[src/sv/assert_macros.svh]
// Assertion macros used by cbhp_ctrl, the sequencer of the high-pass biquad cascade.
// Both expect a clock named clk and an active-low reset named rst_n in scope.
`ifndef ASSERT_MACROS_SVH
`define ASSERT_MACROS_SVH

// Same-cycle implication, disabled while reset is asserted.
`define ASSERT_IMPL(label, ante, cons) \
  label: assert property (@(posedge clk) disable iff (!rst_n) (ante) |-> (cons)) \
    else $error("assertion failed: same-cycle implication");

// Next-cycle implication, disabled while reset is asserted.
`define ASSERT_NEXT(label, ante, cons) \
  label: assert property (@(posedge clk) disable iff (!rst_n) (ante) |=> (cons)) \
    else $error("assertion failed: next-cycle implication");

`endif

[src/sv/cbhp_pkg.sv]
// Package for the high-pass biquad cascade: widths, register indexes,
// controller command types and the saturation helpers. No dependencies.
`default_nettype none

package cbhp_pkg;

  localparam int SECTIONS         = 2;
  localparam int SEC_W            = (SECTIONS > 1) ? $clog2(SECTIONS) : 1;
  localparam int NSEC_W           = 2;
  localparam int COEF_W           = 32;
  localparam int SAMPLE_W         = 24;
  localparam int FRAC_W           = 16;
  localparam int W_W              = 40;   // Q24.16 delay word
  localparam int DIFF_W           = 42;   // w0 - 2*w1 + w2
  localparam int LO_W             = 16;   // low slice of a multiplier operand
  localparam int OPD_W            = DIFF_W - LO_W + 1;  // signed multiplier operand
  localparam int PROD_W           = COEF_W + OPD_W;
  localparam int ACC_W            = PROD_W + LO_W;
  localparam int Q_SHIFT          = 30;
  localparam int RND_W            = ACC_W - Q_SHIFT;
  localparam int OUT_PRE_W        = W_W + 1 - FRAC_W;
  localparam int CFG_IDX_W        = 3;
  localparam int REGS_PER_SECTION = 3;

  // Register indexes
  localparam logic [CFG_IDX_W-1:0] REG_SECTIONS_IN_USE = 3'd0;
  localparam logic [CFG_IDX_W-1:0] REG_GAIN_FIRST      = 3'd1;
  localparam logic [CFG_IDX_W-1:0] REG_FB_ONE_FIRST    = 3'd2;
  localparam logic [CFG_IDX_W-1:0] REG_FB_TWO_FIRST    = 3'd3;

  localparam logic [NSEC_W-1:0] SECTIONS_RESET = NSEC_W'(SECTIONS);

  typedef logic signed [COEF_W-1:0] coef_t;

  typedef enum logic [1:0] {
    TERM_FB1  = 2'b00,
    TERM_FB2  = 2'b01,
    TERM_GAIN = 2'b10
  } term_t;

  typedef struct packed {
    logic             load_input;
    logic [SEC_W-1:0] sec;
    term_t            term;
    logic             hi;
    logic             mul_en;
    logic             acc_load;
    logic             acc_add;
    logic             sum_load;
    logic             w0_store;
    logic             diff_store;
    logic             sec_done;
    logic             out_load;
  } dp_cmd_t;

  typedef enum logic [12:0] {
    S_IDLE = 13'b0000000000001,
    S_P1L  = 13'b0000000000010,
    S_P1H  = 13'b0000000000100,
    S_P2L  = 13'b0000000001000,
    S_P2H  = 13'b0000000010000,
    S_P2A  = 13'b0000000100000,
    S_W0   = 13'b0000001000000,
    S_DIFF = 13'b0000010000000,
    S_P3L  = 13'b0000100000000,
    S_P3H  = 13'b0001000000000,
    S_P3A  = 13'b0010000000000,
    S_Y    = 13'b0100000000000,
    S_OUT  = 13'b1000000000000
  } state_t;

  typedef struct packed {
    logic                  hit;
    logic signed [W_W-1:0] val;
  } sat40_t;

  typedef struct packed {
    logic                       hit;
    logic signed [SAMPLE_W-1:0] val;
  } sat24_t;

  function automatic sat40_t sat_w40(input logic signed [RND_W-1:0] v);
    sat40_t r;
    r.hit = 1'b0;
    r.val = v[W_W-1:0];
    if (!v[RND_W-1] && (|v[RND_W-2:W_W-1])) begin
      r.hit = 1'b1;
      r.val = {1'b0, {(W_W-1){1'b1}}};
    end else if (v[RND_W-1] && !(&v[RND_W-2:W_W-1])) begin
      r.hit = 1'b1;
      r.val = {1'b1, {(W_W-1){1'b0}}};
    end
    return r;
  endfunction

  function automatic sat24_t sat_out(input logic signed [OUT_PRE_W-1:0] v);
    sat24_t r;
    r.hit = 1'b0;
    r.val = v[SAMPLE_W-1:0];
    if (!v[OUT_PRE_W-1] && (|v[OUT_PRE_W-2:SAMPLE_W-1])) begin
      r.hit = 1'b1;
      r.val = {1'b0, {(SAMPLE_W-1){1'b1}}};
    end else if (v[OUT_PRE_W-1] && !(&v[OUT_PRE_W-2:SAMPLE_W-1])) begin
      r.hit = 1'b1;
      r.val = {1'b1, {(SAMPLE_W-1){1'b0}}};
    end
    return r;
  endfunction

endpackage

`default_nettype wire

[src/sv/cascaded_biquad_highpass.sv]
// Cascaded high-pass biquad filter (direct form II, up to two sections).
// A new sample is taken only in idle, after the previous one has been loaded
// into the output register; throughput is set by the single shared multiplier
// doing six partial products per section.
// Reset (synchronous, rst_n low): delays cleared, two sections, coefficients zero.
// Depends on cbhp_pkg, cbhp_ctrl and cbhp_dp.
`default_nettype none

module cascaded_biquad_highpass (
  input  wire logic                                  clk,
  input  wire logic                                  rst_n,
  // sample input
  input  wire logic                                  in_valid,
  output logic                                       in_stall,
  input  wire logic signed [cbhp_pkg::SAMPLE_W-1:0]  in_sample,
  // filtered output
  output logic                                       out_valid,
  input  wire logic                                  out_stall,
  output logic signed [cbhp_pkg::SAMPLE_W-1:0]       out_filtered,
  output logic                                       out_clipped,
  // register writes
  input  wire logic                                  cfg_valid,
  output logic                                       cfg_ready,
  input  wire logic [cbhp_pkg::CFG_IDX_W-1:0]        cfg_index,
  input  wire logic [cbhp_pkg::COEF_W-1:0]           cfg_data
);

  // Each section runs w0 = d1*w1 + d2*w2 + x, then y = A*(w0 - 2*w1 + w2).
  // Every coefficient product is 32 bits by up to 42 bits, so the sequencer
  // splits the delay operand into a 16-bit unsigned low slice and a signed
  // high slice and runs them in turn through one 32x27 multiplier.
  // The datapath accumulates low + round + (high << 16) and takes bits [74:30],
  // which gives the round-half-up Q2.30 product exactly.
  //
  // Register map: index 0 is the section count, then three coefficients per
  // section (gain, first feedback, second feedback). Writes to other indexes
  // are dropped. Registers accept a write on every cycle.

  logic [cbhp_pkg::NSEC_W-1:0] sections_r, sections_nxt;
  cbhp_pkg::coef_t             gain_r   [cbhp_pkg::SECTIONS];
  cbhp_pkg::coef_t             fb_one_r [cbhp_pkg::SECTIONS];
  cbhp_pkg::coef_t             fb_two_r [cbhp_pkg::SECTIONS];
  cbhp_pkg::coef_t             gain_nxt   [cbhp_pkg::SECTIONS];
  cbhp_pkg::coef_t             fb_one_nxt [cbhp_pkg::SECTIONS];
  cbhp_pkg::coef_t             fb_two_nxt [cbhp_pkg::SECTIONS];
  logic                        cfg_write;
  cbhp_pkg::dp_cmd_t           cmd;

  assign cfg_ready = 1'b1;
  assign cfg_write = cfg_valid && cfg_ready;

  // Decode a register write; the section offset advances the base index.
  always_comb begin
    sections_nxt = sections_r;
    for (int s = 0; s < cbhp_pkg::SECTIONS; s++) begin
      gain_nxt[s]   = gain_r[s];
      fb_one_nxt[s] = fb_one_r[s];
      fb_two_nxt[s] = fb_two_r[s];
    end
    if (cfg_write) begin
      if (cfg_index == cbhp_pkg::REG_SECTIONS_IN_USE) begin
        sections_nxt = cfg_data[cbhp_pkg::NSEC_W-1:0];
      end
      for (int s = 0; s < cbhp_pkg::SECTIONS; s++) begin
        if (cfg_index == cbhp_pkg::CFG_IDX_W'(cbhp_pkg::REG_GAIN_FIRST
                         + cbhp_pkg::REGS_PER_SECTION * s)) begin
          gain_nxt[s] = cfg_data;
        end
        if (cfg_index == cbhp_pkg::CFG_IDX_W'(cbhp_pkg::REG_FB_ONE_FIRST
                         + cbhp_pkg::REGS_PER_SECTION * s)) begin
          fb_one_nxt[s] = cfg_data;
        end
        if (cfg_index == cbhp_pkg::CFG_IDX_W'(cbhp_pkg::REG_FB_TWO_FIRST
                         + cbhp_pkg::REGS_PER_SECTION * s)) begin
          fb_two_nxt[s] = cfg_data;
        end
      end
    end
  end

  always_ff @(posedge clk) begin
    if (!rst_n) begin
      sections_r <= cbhp_pkg::SECTIONS_RESET;
      for (int s = 0; s < cbhp_pkg::SECTIONS; s++) begin
        gain_r[s]   <= '0;
        fb_one_r[s] <= '0;
        fb_two_r[s] <= '0;
      end
    end else begin
      sections_r <= sections_nxt;
      for (int s = 0; s < cbhp_pkg::SECTIONS; s++) begin
        gain_r[s]   <= gain_nxt[s];
        fb_one_r[s] <= fb_one_nxt[s];
        fb_two_r[s] <= fb_two_nxt[s];
      end
    end
  end

  // Sequencer: takes a transfer in idle, walks each active section through
  // its eleven steps, then loads the output register once it is free.
  cbhp_ctrl u_ctrl (
    .clk        (clk),
    .rst_n      (rst_n),
    .in_valid   (in_valid),
    .in_stall   (in_stall),
    .out_valid  (out_valid),
    .out_stall  (out_stall),
    .n_sections (sections_r),
    .cmd        (cmd)
  );

  // Arithmetic, delay state and the output register.
  cbhp_dp u_dp (
    .clk          (clk),
    .rst_n        (rst_n),
    .cmd          (cmd),
    .in_sample    (in_sample),
    .gain         (gain_r),
    .fb_one       (fb_one_r),
    .fb_two       (fb_two_r),
    .out_filtered (out_filtered),
    .out_clipped  (out_clipped)
  );

endmodule

`default_nettype wire

[src/sv/cbhp_ctrl.sv]
// Sequencer for the biquad cascade: steps the shared multiplier through the
// three products of each section and owns the handshakes. Uses cbhp_pkg.
`default_nettype none
`include "assert_macros.svh"

module cbhp_ctrl (
  input  wire logic                        clk,
  input  wire logic                        rst_n,
  input  wire logic                        in_valid,
  output logic                             in_stall,
  output logic                             out_valid,
  input  wire logic                        out_stall,
  input  wire logic [cbhp_pkg::NSEC_W-1:0] n_sections,
  output cbhp_pkg::dp_cmd_t                cmd
);

  cbhp_pkg::state_t                state_r, state_nxt;
  logic [cbhp_pkg::SEC_W-1:0]      k_r, k_nxt;
  logic                            out_valid_r, out_valid_nxt;
  logic [cbhp_pkg::NSEC_W-1:0]     eff_sections;
  logic [cbhp_pkg::SEC_W-1:0]      last_sec;

  // Clamp the section count to 1..SECTIONS
  always_comb begin
    if (n_sections == '0) begin
      eff_sections = cbhp_pkg::NSEC_W'(1);
    end else if (n_sections > cbhp_pkg::NSEC_W'(cbhp_pkg::SECTIONS)) begin
      eff_sections = cbhp_pkg::NSEC_W'(cbhp_pkg::SECTIONS);
    end else begin
      eff_sections = n_sections;
    end
    last_sec = cbhp_pkg::SEC_W'(eff_sections - cbhp_pkg::NSEC_W'(1));
  end

  assign in_stall  = (state_r != cbhp_pkg::S_IDLE);
  assign out_valid = out_valid_r;

  always_comb begin
    cmd           = '0;
    cmd.sec       = k_r;
    state_nxt     = state_r;
    k_nxt         = k_r;
    out_valid_nxt = out_valid_r && out_stall;
    case (state_r)
      cbhp_pkg::S_IDLE: begin
        if (in_valid) begin
          cmd.load_input = 1'b1;
          k_nxt          = '0;
          state_nxt      = cbhp_pkg::S_P1L;
        end
      end
      cbhp_pkg::S_P1L: begin
        cmd.term   = cbhp_pkg::TERM_FB1;
        cmd.mul_en = 1'b1;
        state_nxt  = cbhp_pkg::S_P1H;
      end
      cbhp_pkg::S_P1H: begin
        cmd.term     = cbhp_pkg::TERM_FB1;
        cmd.hi       = 1'b1;
        cmd.mul_en   = 1'b1;
        cmd.acc_load = 1'b1;
        state_nxt    = cbhp_pkg::S_P2L;
      end
      cbhp_pkg::S_P2L: begin
        cmd.term    = cbhp_pkg::TERM_FB2;
        cmd.mul_en  = 1'b1;
        cmd.acc_add = 1'b1;
        state_nxt   = cbhp_pkg::S_P2H;
      end
      cbhp_pkg::S_P2H: begin
        cmd.term     = cbhp_pkg::TERM_FB2;
        cmd.hi       = 1'b1;
        cmd.mul_en   = 1'b1;
        cmd.acc_load = 1'b1;
        cmd.sum_load = 1'b1;
        state_nxt    = cbhp_pkg::S_P2A;
      end
      cbhp_pkg::S_P2A: begin
        cmd.acc_add = 1'b1;
        state_nxt   = cbhp_pkg::S_W0;
      end
      cbhp_pkg::S_W0: begin
        cmd.w0_store = 1'b1;
        state_nxt    = cbhp_pkg::S_DIFF;
      end
      cbhp_pkg::S_DIFF: begin
        cmd.diff_store = 1'b1;
        state_nxt      = cbhp_pkg::S_P3L;
      end
      cbhp_pkg::S_P3L: begin
        cmd.term   = cbhp_pkg::TERM_GAIN;
        cmd.mul_en = 1'b1;
        state_nxt  = cbhp_pkg::S_P3H;
      end
      cbhp_pkg::S_P3H: begin
        cmd.term     = cbhp_pkg::TERM_GAIN;
        cmd.hi       = 1'b1;
        cmd.mul_en   = 1'b1;
        cmd.acc_load = 1'b1;
        state_nxt    = cbhp_pkg::S_P3A;
      end
      cbhp_pkg::S_P3A: begin
        cmd.acc_add = 1'b1;
        state_nxt   = cbhp_pkg::S_Y;
      end
      cbhp_pkg::S_Y: begin
        cmd.sec_done = 1'b1;
        if (k_r == last_sec) begin
          state_nxt = cbhp_pkg::S_OUT;
        end else begin
          k_nxt     = k_r + cbhp_pkg::SEC_W'(1);
          state_nxt = cbhp_pkg::S_P1L;
        end
      end
      cbhp_pkg::S_OUT: begin
        // hold until the output register is free
        if (!out_valid_r || !out_stall) begin
          cmd.out_load  = 1'b1;
          out_valid_nxt = 1'b1;
          state_nxt     = cbhp_pkg::S_IDLE;
        end
      end
      default: begin
        state_nxt = cbhp_pkg::S_IDLE;
      end
    endcase
  end

  always_ff @(posedge clk) begin
    if (!rst_n) begin
      state_r     <= cbhp_pkg::S_IDLE;
      k_r         <= '0;
      out_valid_r <= 1'b0;
    end else begin
      state_r     <= state_nxt;
      k_r         <= k_nxt;
      out_valid_r <= out_valid_nxt;
    end
  end

  `ASSERT_NEXT(a_accept_starts_first, in_valid && !in_stall, (state_r == cbhp_pkg::S_P1L) && (k_r == '0))
  `ASSERT_NEXT(a_last_goes_out, (state_r == cbhp_pkg::S_Y) && (k_r == last_sec), state_r == cbhp_pkg::S_OUT)
  `ASSERT_NEXT(a_out_waits, (state_r == cbhp_pkg::S_OUT) && out_valid_r && out_stall, state_r == cbhp_pkg::S_OUT)
  `ASSERT_IMPL(a_sec_in_range, state_r != cbhp_pkg::S_IDLE, k_r <= last_sec)

endmodule

`default_nettype wire

[src/sv/cbhp_dp.sv]
// Datapath for the biquad cascade: shared 32x27 multiplier, Q2.30 rounding
// accumulator, per-section delays, saturation and output register. Uses cbhp_pkg.
`default_nettype none

module cbhp_dp (
  input  wire logic                                 clk,
  input  wire logic                                 rst_n,
  input  wire cbhp_pkg::dp_cmd_t                    cmd,
  input  wire logic signed [cbhp_pkg::SAMPLE_W-1:0] in_sample,
  input  wire cbhp_pkg::coef_t                      gain [cbhp_pkg::SECTIONS],
  input  wire cbhp_pkg::coef_t                      fb_one [cbhp_pkg::SECTIONS],
  input  wire cbhp_pkg::coef_t                      fb_two [cbhp_pkg::SECTIONS],
  output logic signed [cbhp_pkg::SAMPLE_W-1:0]      out_filtered,
  output logic                                      out_clipped
);

  logic signed [cbhp_pkg::W_W-1:0]       delay_one_r [cbhp_pkg::SECTIONS];
  logic signed [cbhp_pkg::W_W-1:0]       delay_two_r [cbhp_pkg::SECTIONS];
  logic signed [cbhp_pkg::W_W-1:0]       x_r, w0_r;
  logic signed [cbhp_pkg::DIFF_W-1:0]    diff_r;
  logic signed [cbhp_pkg::PROD_W-1:0]    prod_r, prod_nxt;
  logic signed [cbhp_pkg::ACC_W-1:0]     acc_r;
  logic signed [cbhp_pkg::RND_W-1:0]     sum_r;
  logic                                  clip_r;
  logic signed [cbhp_pkg::SAMPLE_W-1:0]  filtered_r;
  logic                                  clipped_r;

  logic signed [cbhp_pkg::W_W-1:0]       w1, w2;
  cbhp_pkg::coef_t                       coef;
  logic signed [cbhp_pkg::DIFF_W-1:0]    opd;
  logic signed [cbhp_pkg::OPD_W-1:0]     mul_b;
  logic signed [cbhp_pkg::RND_W-1:0]     rnd;
  logic signed [cbhp_pkg::RND_W-1:0]     w0_sum;
  logic signed [cbhp_pkg::DIFF_W-1:0]    diff_nxt;
  logic signed [cbhp_pkg::W_W:0]         out_biased;
  cbhp_pkg::sat40_t                      w0_sat, y_sat;
  cbhp_pkg::sat24_t                      out_sat;

  always_comb begin
    w1 = delay_one_r[cmd.sec];
    w2 = delay_two_r[cmd.sec];
    case (cmd.term)
      cbhp_pkg::TERM_FB1: begin
        coef = fb_one[cmd.sec];
        opd  = cbhp_pkg::DIFF_W'(w1);
      end
      cbhp_pkg::TERM_FB2: begin
        coef = fb_two[cmd.sec];
        opd  = cbhp_pkg::DIFF_W'(w2);
      end
      default: begin
        coef = gain[cmd.sec];
        opd  = diff_r;
      end
    endcase
    // low slice unsigned, high slice keeps the sign
    if (cmd.hi) begin
      mul_b = {opd[cbhp_pkg::DIFF_W-1], opd[cbhp_pkg::DIFF_W-1:cbhp_pkg::LO_W]};
    end else begin
      mul_b = {{(cbhp_pkg::OPD_W-cbhp_pkg::LO_W){1'b0}}, opd[cbhp_pkg::LO_W-1:0]};
    end
    prod_nxt = coef * mul_b;

    rnd        = acc_r[cbhp_pkg::ACC_W-1:cbhp_pkg::Q_SHIFT];
    w0_sum     = sum_r + rnd;
    w0_sat     = cbhp_pkg::sat_w40(w0_sum);
    y_sat      = cbhp_pkg::sat_w40(rnd);
    diff_nxt   = cbhp_pkg::DIFF_W'(w0_r) - (cbhp_pkg::DIFF_W'(w1) <<< 1)
               + cbhp_pkg::DIFF_W'(w2);
    out_biased = (cbhp_pkg::W_W+1)'(x_r)
               + (cbhp_pkg::W_W+1)'(1 << (cbhp_pkg::FRAC_W - 1));
    out_sat    = cbhp_pkg::sat_out(out_biased[cbhp_pkg::W_W:cbhp_pkg::FRAC_W]);
  end

  // Arithmetic payload, no reset needed
  always_ff @(posedge clk) begin
    if (cmd.load_input) begin
      x_r <= {in_sample, {cbhp_pkg::FRAC_W{1'b0}}};
    end else if (cmd.sec_done) begin
      x_r <= y_sat.val;
    end
    if (cmd.mul_en) begin
      prod_r <= prod_nxt;
    end
    if (cmd.acc_load) begin
      acc_r <= cbhp_pkg::ACC_W'(prod_r)
             + cbhp_pkg::ACC_W'(1 << (cbhp_pkg::Q_SHIFT - 1));
    end else if (cmd.acc_add) begin
      acc_r <= acc_r + {prod_r, {cbhp_pkg::LO_W{1'b0}}};
    end
    if (cmd.sum_load) begin
      sum_r <= cbhp_pkg::RND_W'(x_r) + rnd;
    end
    if (cmd.w0_store) begin
      w0_r <= w0_sat.val;
    end
    if (cmd.diff_store) begin
      diff_r <= diff_nxt;
    end
    if (cmd.out_load) begin
      filtered_r <= out_sat.val;
      clipped_r  <= clip_r | out_sat.hit;
    end
  end

  // Filter state and saturation flag
  always_ff @(posedge clk) begin
    if (!rst_n) begin
      for (int s = 0; s < cbhp_pkg::SECTIONS; s++) begin
        delay_one_r[s] <= '0;
        delay_two_r[s] <= '0;
      end
      clip_r <= 1'b0;
    end else begin
      if (cmd.load_input) begin
        clip_r <= 1'b0;
      end else if (cmd.w0_store) begin
        clip_r <= clip_r | w0_sat.hit;
      end else if (cmd.sec_done) begin
        clip_r <= clip_r | y_sat.hit;
      end
      if (cmd.sec_done) begin
        delay_two_r[cmd.sec] <= delay_one_r[cmd.sec];
        delay_one_r[cmd.sec] <= w0_r;
      end
    end
  end

  assign out_filtered = filtered_r;
  assign out_clipped  = clipped_r;

endmodule

`default_nettype wire

[config.mk]
export PLATFORM = sky130hd
export DESIGN_NAME = cascaded_biquad_highpass
export DESIGN_NICKNAME = d
export VERILOG_FILES = /design/src/sv/cbhp_pkg.sv /design/src/sv/cascaded_biquad_highpass.sv /design/src/sv/cbhp_ctrl.sv /design/src/sv/cbhp_dp.sv
export VERILOG_INCLUDE_DIRS = /design/src /design/src/sv
export SDC_FILE = /design/constraint.sdc
export NUM_CORES = 2
export LEC_CHECK = 0
export BUFFER_PORTS_ARGS = -buffer_cell sky130_fd_sc_hd__clkbuf_2
export CORE_ASPECT_RATIO = 0.8
export CORE_MARGIN = 3
export CORE_UTILIZATION = 45
export DETAILED_ROUTE_END_ITERATION = 12
export PLACE_DENSITY = 0.73
export SYNTH_ARGS = -nofsm -noshare
export SYNTH_HDL_FRONTEND = slang
export SYNTH_SLANG_ARGS = --single-unit
[constraint.sdc]
create_clock -name clk -period 10.5 [get_ports clk]
set_input_delay 2.1 -clock clk [delete_from_list [all_inputs] [get_ports clk]]
set_output_delay 2.1 -clock clk [all_outputs]
set_load 0.03 [all_outputs]
# [Word-level counts from Yosys, hierarchy flattened]
# Memory sizes are Yosys's and may differ from the RTL's. A register that Yosys moved wholly into a read port is not among the register bits.
# Index checks and enable logic that the tools add are counted.
[totals] ff_bits=536 ram_bits=160 inputBits=64 output_inout_bits=28 word_cells=169 memories=2
[memory_table] name="u_dp.delay_one_r" depth=2 word_bits=40 rd=1 rd_clocked_by_memory_dff=1 write_ports=2 line="cbhp_dp.sv:17" source="logic signed [cbhp_pkg::W_W-1:0] delay_one_r [cbhp_pkg::SECTIONS];"
[memory_table] name="u_dp.delay_two_r" depth=2 word_bits=40 rd=1 rd_clocked_by_memory_dff=1 write_ports=2 line="cbhp_dp.sv:18" source="logic signed [cbhp_pkg::W_W-1:0] delay_two_r [cbhp_pkg::SECTIONS];"
[op_classes] n_addsub=9 n_mul=1 n_lt_le_gt_ge=2 n_eq_ne=25 mux=61 bitwise=5 n_reduce_logical=44
[op_table] op="$mux W32" n=9
[op_table] op="$pmux W13 S13" n=1
[op_table] op="$mux W41" n=4
[op_table] op="$mux W40" n=4
[op_table] op="$mux W75" n=2
[op_table] op="$pmux W42 S2" n=1
[op_table] op="$reduce_or A40 Y1" n=2
[op_table] op="$add A75 B75 Y75" n=1
[op_table] op="$pmux W32 S2" n=1
[op_table] op="$add A59 B31 Y60 const B" n=1
[op_table] op="$mul A32 B27 Y59" n=1
[op_table] op="$mux W25" n=2
[op_table] op="$add A40 B45 Y45" n=1
[op_table] op="$add A45 B45 Y45" n=1
[op_table] op="$add A42 B40 Y42" n=1
[op_table] op="$sub A40 B41 Y42" n=1
[op_table] op="$add A40 B17 Y41 const B" n=1
[op_table] op="$mux W13" n=3
[op_table] op="$mux W1" n=31
[op_table] op="$mux W27" n=1
[op_table] op="$reduce_and A2 Y1" n=8
[op_table] op="$eq A13 B1 Y1 const B" n=1
[op_table] op="$eq A13 B10 Y1 const B" n=1
[op_table] op="$eq A13 B11 Y1 const B" n=1
[op_table] op="39 further kinds" n=67

# [Depth between registers and ports, before layout]
[logic_depth] word_depth=9 depth_mapped=42

# [Cells and area by module]
# From an unflattened synthesis, not the netlist that was laid out.
[unflattened] cells_unflattened=7331 area_unflattened_um2=70152.3
[modules_own_cells] module="cbhp_dp" instances=1 cells_each=6547 area_per_inst_um2=62053.3
[modules_own_cells] module="cascaded_biquad_highpass" instances=1 cells_each=671 area_per_inst_um2=7084.3
[modules_own_cells] module="cbhp_ctrl" instances=1 cells_each=113 area_per_inst_um2=1014.7

# [Least setup slack after synthesis]
# OpenSTA, ideal clock, no wires.
[synth_path] kind="register to register" from="register u_ctrl.state_r[0]" to="register u_dp.prod_r[58] (netlist name) (data pin)" arrival_time_ns=9.625 t_required_ns=10.240 slack_ns=0.615 path_stages_with_launch=40 n_path_buf=4 path_cell_list="dfxtp_1 > nor2_1 > and3_1 > buf_2 > nand3b_1 > nor2_1 > nand3_1 > inv_1 > nor2_1 > nand2_2 > buf_2 > a21oi_1 > a211oi_2 > buf_2 > nand2_1 > fa_1 > inv_1 > fa_1 > [... 4 more ...] > fa_1 > fa_1 > inv_1 > fa_1 > inv_1 > ha_1 > clkbuf_1 > a21o_1 > a21o_1 > a21oi_1 > nand2_1 > or4_1 > o21ai_0 > o31ai_1 > o41ai_2 > o21ai_0 > a21oi_1 > xnor2_1"
[synth_between] elab_chain_cells=7 word_cells_on_any_way=16 classes_between="1 x mul; 6 x eq/ne; 5 x mux; 4 x reduce/logical"
[synth_lines] element="start: declaration" line="cbhp_ctrl.sv:17" source="cbhp_pkg::state_t state_r, state_nxt;"
[synth_lines] element="start signal: assignment" line="cbhp_ctrl.sv:131" source="state_r <= cbhp_pkg::S_IDLE;"
[synth_lines] element="start signal: assignment" line="cbhp_ctrl.sv:135" source="state_r <= state_nxt;"
[synth_lines] element="$eq A13 B9 Y1, or another cell as far along" line="cbhp_ctrl.sv:44" source="case (state_r)"
[synth_lines] element="$reduce_or A2 Y1 (no line)"
[synth_lines] element="$pmux W2 S2" line="cbhp_ctrl.sv:44"
[synth_lines] element="$eq A2 B1 Y1 / $logic_not A2 Y1 (equally long branches)" line="cbhp_dp.sv:42" source="case (cmd.term)"
[synth_lines] element="$pmux W42 S2" line="cbhp_dp.sv:42"
[synth_lines] element="$mux W27" line="cbhp_dp.sv:57" source="if (cmd.hi) begin"
[synth_lines] element="$mul A32 B27 Y59 *" line="cbhp_dp.sv:62" source="prod_nxt = coef * mul_b;"
[synth_lines] element="via u_dp.prod_nxt, one bit" line="cbhp_dp.sv:21" source="logic signed [cbhp_pkg::PROD_W-1:0] prod_r, prod_nxt;"
[synth_lines] element="end signal: assignment" line="cbhp_dp.sv:83" source="prod_r <= prod_nxt;"
[synth_lines] element="end: declaration" line="cbhp_dp.sv:21"
# The timed path passes the listed nets; every way through them passes the cells marked *.
# A chain may end at the register's enable or synchronous reset.

# [Worst setup path after layout]
[layout_path] from="register u_ctrl.state_r[8]" to="register u_dp.prod_r[57] (netlist name) (data pin)"
# The elaborated chain is that of the path after synthesis.

==> impl_metrics.prom <==
# TYPE chip_impl_metric gauge
chip_impl_info{name="outcome",value="completed"} 1
chip_impl_metric{name="synthAdderAreaFrac",unit="%"} 33.21
chip_impl_metric{name="grtUsageTotal",unit="%"} 27.29
chip_impl_metric{name="achievable-frequency",unit="MHz"} 98.25
chip_impl_metric{name="final_core_utilization",unit="%"} 49.55
chip_impl_metric{name="finalSetupViolCount",unit=""} 0
chip_impl_metric{name="clk_pin_slew_worst_paths",unit="ns"} 0.07
chip_impl_metric{name="worst_slew_pin_slew",unit="ns"} 1.234
chip_impl_metric{name="antenna_found_initial",unit=""} 16
chip_impl_info{name="top_usage_layer",value="met2"} 1
chip_impl_metric{name="floorplan.io_pins",unit=""} 92
chip_impl_metric{name="cts_hold_repair.buffers",unit=""} 0
chip_impl_metric{name="maximum_number_of_pins_on_one_net_before_global_route_repair",unit=""} 96
chip_impl_metric{name="finClkSkew",unit="ns"} 0.02937
chip_impl_info{name="rr_endpoint",value="u_dp.prod_r[57]"} 1
chip_impl_info{name="timing.hold.worst.start",value="fb_one_r[28]"} 1
chip_impl_metric{name="synth-compound-area-share",unit="%"} 11.97
chip_impl_info{name="library_cell_contributing_the_largest_single_delay_on_the_critical_path",value="sky130_fd_sc_hd__fa_1"} 1
chip_impl_metric{name="drt_iter0_markers",unit=""} 5454
chip_impl_metric{name="synth_fp_nets",unit=""} 8916
chip_impl_metric{name="grt_use_met2",unit="%"} 40.14
chip_impl_metric{name="postSynthRegisterBits",unit=""} 680
chip_impl_metric{name="grt_overflow",unit=""} 0
chip_impl_metric{name="syn-mean-instance-area",unit="um2"} 9.198
chip_impl_metric{name="register_area",unit="um2"} 18160
chip_impl_metric{name="drive_gt1_share",unit="%"} 7.447
chip_impl_metric{name="holdPathStages",unit=""} 2
chip_impl_info{name="grt_setup_unrepaired",value="no"} 1
chip_impl_metric{name="synthDistinctLibCells",unit=""} 94
chip_impl_info{name="critical_path_class",value="register to register"} 1
chip_impl_metric{name="count_of_final_max_slew_check_failures",unit=""} 0
chip_impl_metric{name="timing.final.crit_share",unit="%"} 96.93
chip_impl_metric{name="netlist.area_leader.share",unit="%"} 26.73
chip_impl_metric{name="dieArea",unit="um2"} 159400
chip_impl_metric{name="design.final.nets",unit=""} 8947
chip_impl_metric{name="first_global_vias",unit=""} 55040
chip_impl_metric{name="async_reset_ff_share",unit="%"} 0
chip_impl_metric{name="io_buffer_count",unit=""} 90
chip_impl_metric{name="worstPathArrival",unit="ns"} 10.60
chip_impl_info{name="synth.top_cells.by_area",value="sky130_fd_sc_hd__fa_1 (27%), sky130_fd_sc_hd__edfxtp_1 (20%), sky130_fd_sc_hd__dfxtp_1 (6.5%), sky130_fd_sc_hd__ha_1 (6.5%), sky130_fd_sc_hd__inv_1 (6.4%)"} 1
chip_impl_info{name="crit-reg2reg-launch",value="u_ctrl.state_r[8]"} 1
chip_impl_info{name="hp-class",value="register to register"} 1
chip_impl_metric{name="headroom_to_the_max_slew_limit",unit="%"} 16.86
chip_impl_metric{name="floorplan_core_area",unit="um2"} 152900
chip_impl_metric{name="synth-edff-count",unit=""} 454
chip_impl_metric{name="final_number_of_hold_violating_endpoints",unit=""} 0
chip_impl_info{name="synth_top_family_by_area",value="adder cells"} 1
chip_impl_metric{name="r2r_slack",unit="ns"} 0.32
chip_impl_metric{name="clock_tree.buffer_depth",unit=""} 3
chip_impl_info{name="crit_path_start_kind",value="register"} 1
chip_impl_metric{name="placement_rows",unit=""} 128
chip_impl_metric{name="synth_seq_area_share",unit="%"} 26.10
chip_impl_metric{name="route.detailed.wl_per_inst",unit="um"} 22.35
chip_impl_metric{name="tritoncts.num_buffers",unit=""} 75
chip_impl_metric{name="gr-usage-met3",unit="%"} 6.941
chip_impl_info{name="synth_ff_type",value="sky130_fd_sc_hd__edfxtp_1"} 1
chip_impl_metric{name="leakage",unit="uW"} 0.03331
chip_impl_metric{name="max_cap_viol_count",unit=""} 0
chip_impl_metric{name="wire_length_after_detailed_routing",unit="um"} 216300
chip_impl_metric{name="grt_pass1_wl",unit="um"} 332900
chip_impl_metric{name="routabilityCongestion",unit=""} 0.9683
chip_impl_metric{name="totalNegativeSetupSlack",unit="ns"} 0
chip_impl_metric{name="final_cell_area",unit="um2"} 75790
chip_impl_metric{name="synthSimpleGateAreaFrac",unit="%"} 14.06
chip_impl_metric{name="slowest_delay",unit="ns"} 0.80
chip_impl_metric{name="fillCellCount",unit=""} 14000
chip_impl_metric{name="met1_usage_grt",unit="%"} 39.62
chip_impl_metric{name="post-place-ws",unit="ns"} 0.005504
chip_impl_metric{name="final.setup.worst_slack",unit="ns"} 0.3222
chip_impl_metric{name="placed_standard_cell_area",unit="um2"} 73140
chip_impl_metric{name="chipHeight",unit="um"} 357.7
chip_impl_metric{name="postRouteAntennaNets",unit=""} 0
chip_impl_metric{name="die_width",unit="um"} 445.6
chip_impl_info{name="crit_top_cell",value="sky130_fd_sc_hd__fa_1"} 1
chip_impl_metric{name="areaGrowthSynthToFinish",unit="%"} 8.946
chip_impl_info{name="tritoncts_clock_tree",value="built"} 1
chip_impl_metric{name="h_tree_lvl_count",unit=""} 3
chip_impl_metric{name="synth_area",unit="um2"} 69570
chip_impl_metric{name="multiInputGateArea",unit="um2"} 45810
chip_impl_metric{name="pwr_density_cell",unit="nW/um2"} 97.04
chip_impl_metric{name="worst_ir_drop_vdd",unit="mV"} 0.1198
chip_impl_metric{name="fin_hold_ws",unit="ns"} 0.4627
chip_impl_metric{name="post_synth_xor_xnor_area",unit="%"} 3.638
chip_impl_metric{name="clkLatencyLatePin",unit="ns"} 0.70
chip_impl_metric{name="tritoncts_num_sinks",unit=""} 680
chip_impl_metric{name="synth-warning-count",unit=""} 0
chip_impl_metric{name="wp_data_required",unit="ns"} 10.92
chip_impl_metric{name="post_synth_mux_area_share",unit="%"} 2.522
chip_impl_metric{name="post_route_drc_violation_count",unit=""} 0
chip_impl_metric{name="reg2regPathDepth",unit=""} 30
chip_impl_metric{name="route.vias.total",unit=""} 54800
chip_impl_metric{name="worst-path-max-fanout",unit=""} 16
chip_impl_metric{name="place_hpwl",unit="um"} 171500
chip_impl_info{name="clockRootBuffer",value="sky130_fd_sc_hd__clkbuf_16"} 1
chip_impl_metric{name="final.min_clock_period",unit="ns"} 10.18
chip_impl_info{name="yosysTopAreaCell",value="sky130_fd_sc_hd__fa_1"} 1
chip_impl_metric{name="vias_per_cell",unit=""} 5.663
chip_impl_metric{name="floorplan.initialDensity",unit="%"} 45.49
chip_impl_metric{name="drt_pre_antenna_iters",unit=""} 6
chip_impl_info{name="timing.hold.worst_endpoint",value="fb_one_r[28]"} 1
chip_impl_metric{name="syn_inst",unit=""} 7563
chip_impl_info{name="cp-end-kind",value="register"} 1
[metrics by stage]
step                      std cells  power (uW)
final                          9676        7355
after global routing           9672        7646
after detailed placement       9527        4572
after CTS                      9665        7364
after global placement         9527        4536
after floorplan                7563        4131
[worst max-delay path: cells and delay by family, from the launching register on]
family                   cells  cell delay [ns]
AND/OR/NAND/NOR              9             2.45
XOR/XNOR                     1             0.10
adder cells (fa/ha/maj)      8             4.22
AO/OA/AOI/OAI                5             1.29
flip-flops                   1             0.67
buffers and inverters        7             1.14
[cell usage after synthesis, types with 45 or more instances]
| master | count |
|---|---|
| sky130_fd_sc_hd__mux2i_1 | 146 |
| sky130_fd_sc_hd__nand4_1 | 57 |
| sky130_fd_sc_hd__o21a_1 | 47 |
| sky130_fd_sc_hd__a21oi_1 | 300 |
| sky130_fd_sc_hd__inv_1 | 1178 |
| sky130_fd_sc_hd__nor2b_1 | 50 |
| sky130_fd_sc_hd__xnor2_1 | 190 |
| sky130_fd_sc_hd__dfxtp_1 | 226 |
| sky130_fd_sc_hd__xor2_1 | 99 |
| sky130_fd_sc_hd__nand3_1 | 99 |
| sky130_fd_sc_hd__nor3_1 | 45 |
| sky130_fd_sc_hd__nand2_1 | 1112 |
| sky130_fd_sc_hd__nor2_1 | 802 |
| sky130_fd_sc_hd__fa_1 | 929 |
| sky130_fd_sc_hd__edfxtp_1 | 454 |
| sky130_fd_sc_hd__ha_1 | 360 |
| sky130_fd_sc_hd__buf_2 | 102 |
| sky130_fd_sc_hd__a21o_1 | 158 |
| sky130_fd_sc_hd__o21ai_0 | 234 |
| sky130_fd_sc_hd__a21boi_0 | 203 |
| sky130_fd_sc_hd__clkbuf_1 | 233 |
[sequential cells by signal, indices dropped and copies added, names as in the netlist, named ones only]
register and count:
u_dp.w0_r 40, fb_one_r 64, u_dp.acc_r 59, gain_r 64
u_ctrl.state_r 13, u_ctrl.out_valid 1, u_ctrl.k_r 1, u_dp.delay_one_r 80
u_dp.out_filtered 24, u_dp.prod_r 59, u_dp.clip_r 1, u_dp.sum_r 45
sections_r 1, u_dp.delay_two_r 80, u_dp.x_r 40, u_dp.out_clipped 1
fb_two_r 64, u_dp.diff_r 42
[cells in the final DEF (no fill, tap or decap), drive strengths merged, types with 218 or more instances in the layout]
master and count:
buf 218, o21ai 259, nand2 1114, dfxtp 226, ha 360, fa 929, inv 1184, edfxtp 454
nor2 804, a21oi 303
[worst max path at each step]
stage          slack, ns  depth (start not counted)         endpoint               from
2_1_floorplan       0.62                         39  u_dp.prod_r[58]  u_ctrl.state_r[0]
3_3_place_gp        0.12                         31  u_dp.prod_r[58]  u_ctrl.state_r[8]
3_5_place_dp       0.006                         32  u_dp.prod_r[58]  u_ctrl.state_r[3]
4_1_cts             0.07                         32  u_dp.prod_r[58]  u_ctrl.state_r[0]
5_1_grt            0.003                         30  u_dp.prod_r[57]  u_ctrl.state_r[8]
6_report            0.32                         30  u_dp.prod_r[57]  u_ctrl.state_r[8]
[layer usage]
layer  up-vias  share of wire, %  wire (um)
met1     27430                43      93220
met5         -                 0          0
li1      24410                 -          -
met4         0               3.1       6733
met2      2612                43      92040
met3       343                11      24280
[power by group]
group          internal, uW  leakage (uW)  switching [uW]
clock                  1590       0.00124            1210
combinational           542        0.0260             917
sequential             3010       0.00609            83.8
total                  5150        0.0333            2210
[kinds of logic (layout without fill, tap and decap cells)]
logic type                 Yosys count  in the layout
adders and majority gates         1289           1289
DFF                                680            680
and+or+nand+nor                   2343           2344
muxes                              172            172
buffers and inverters             1532           1622
AOI/OAI and AO/OA                 1257           1257
xor gates and xnor gates           289            289
other                                1              8
[repair_timing]
| action | 4_1_cts | 5_1_grt |
|---|---|---|
| gates resized for setup | 3 | 14 |
| setup endpoints to repair | 1 | 15 |
| gates cloned | 1 | 0 |
| pin swaps | 1 | 1 |
| setup buffers | 0 | 4 |
[cell type report]
cell class,count,area share (%)
well taps,2015,3.326
clock inverters,45,0.7330
repair buffers,307,3.044
multi-input cells,5352,60.45
diodes,7,0.02311
clock buffers,92,2.626
inverters,1178,5.834
flip-flops and latches,680,23.97
(Power assumes the default switching activity.)
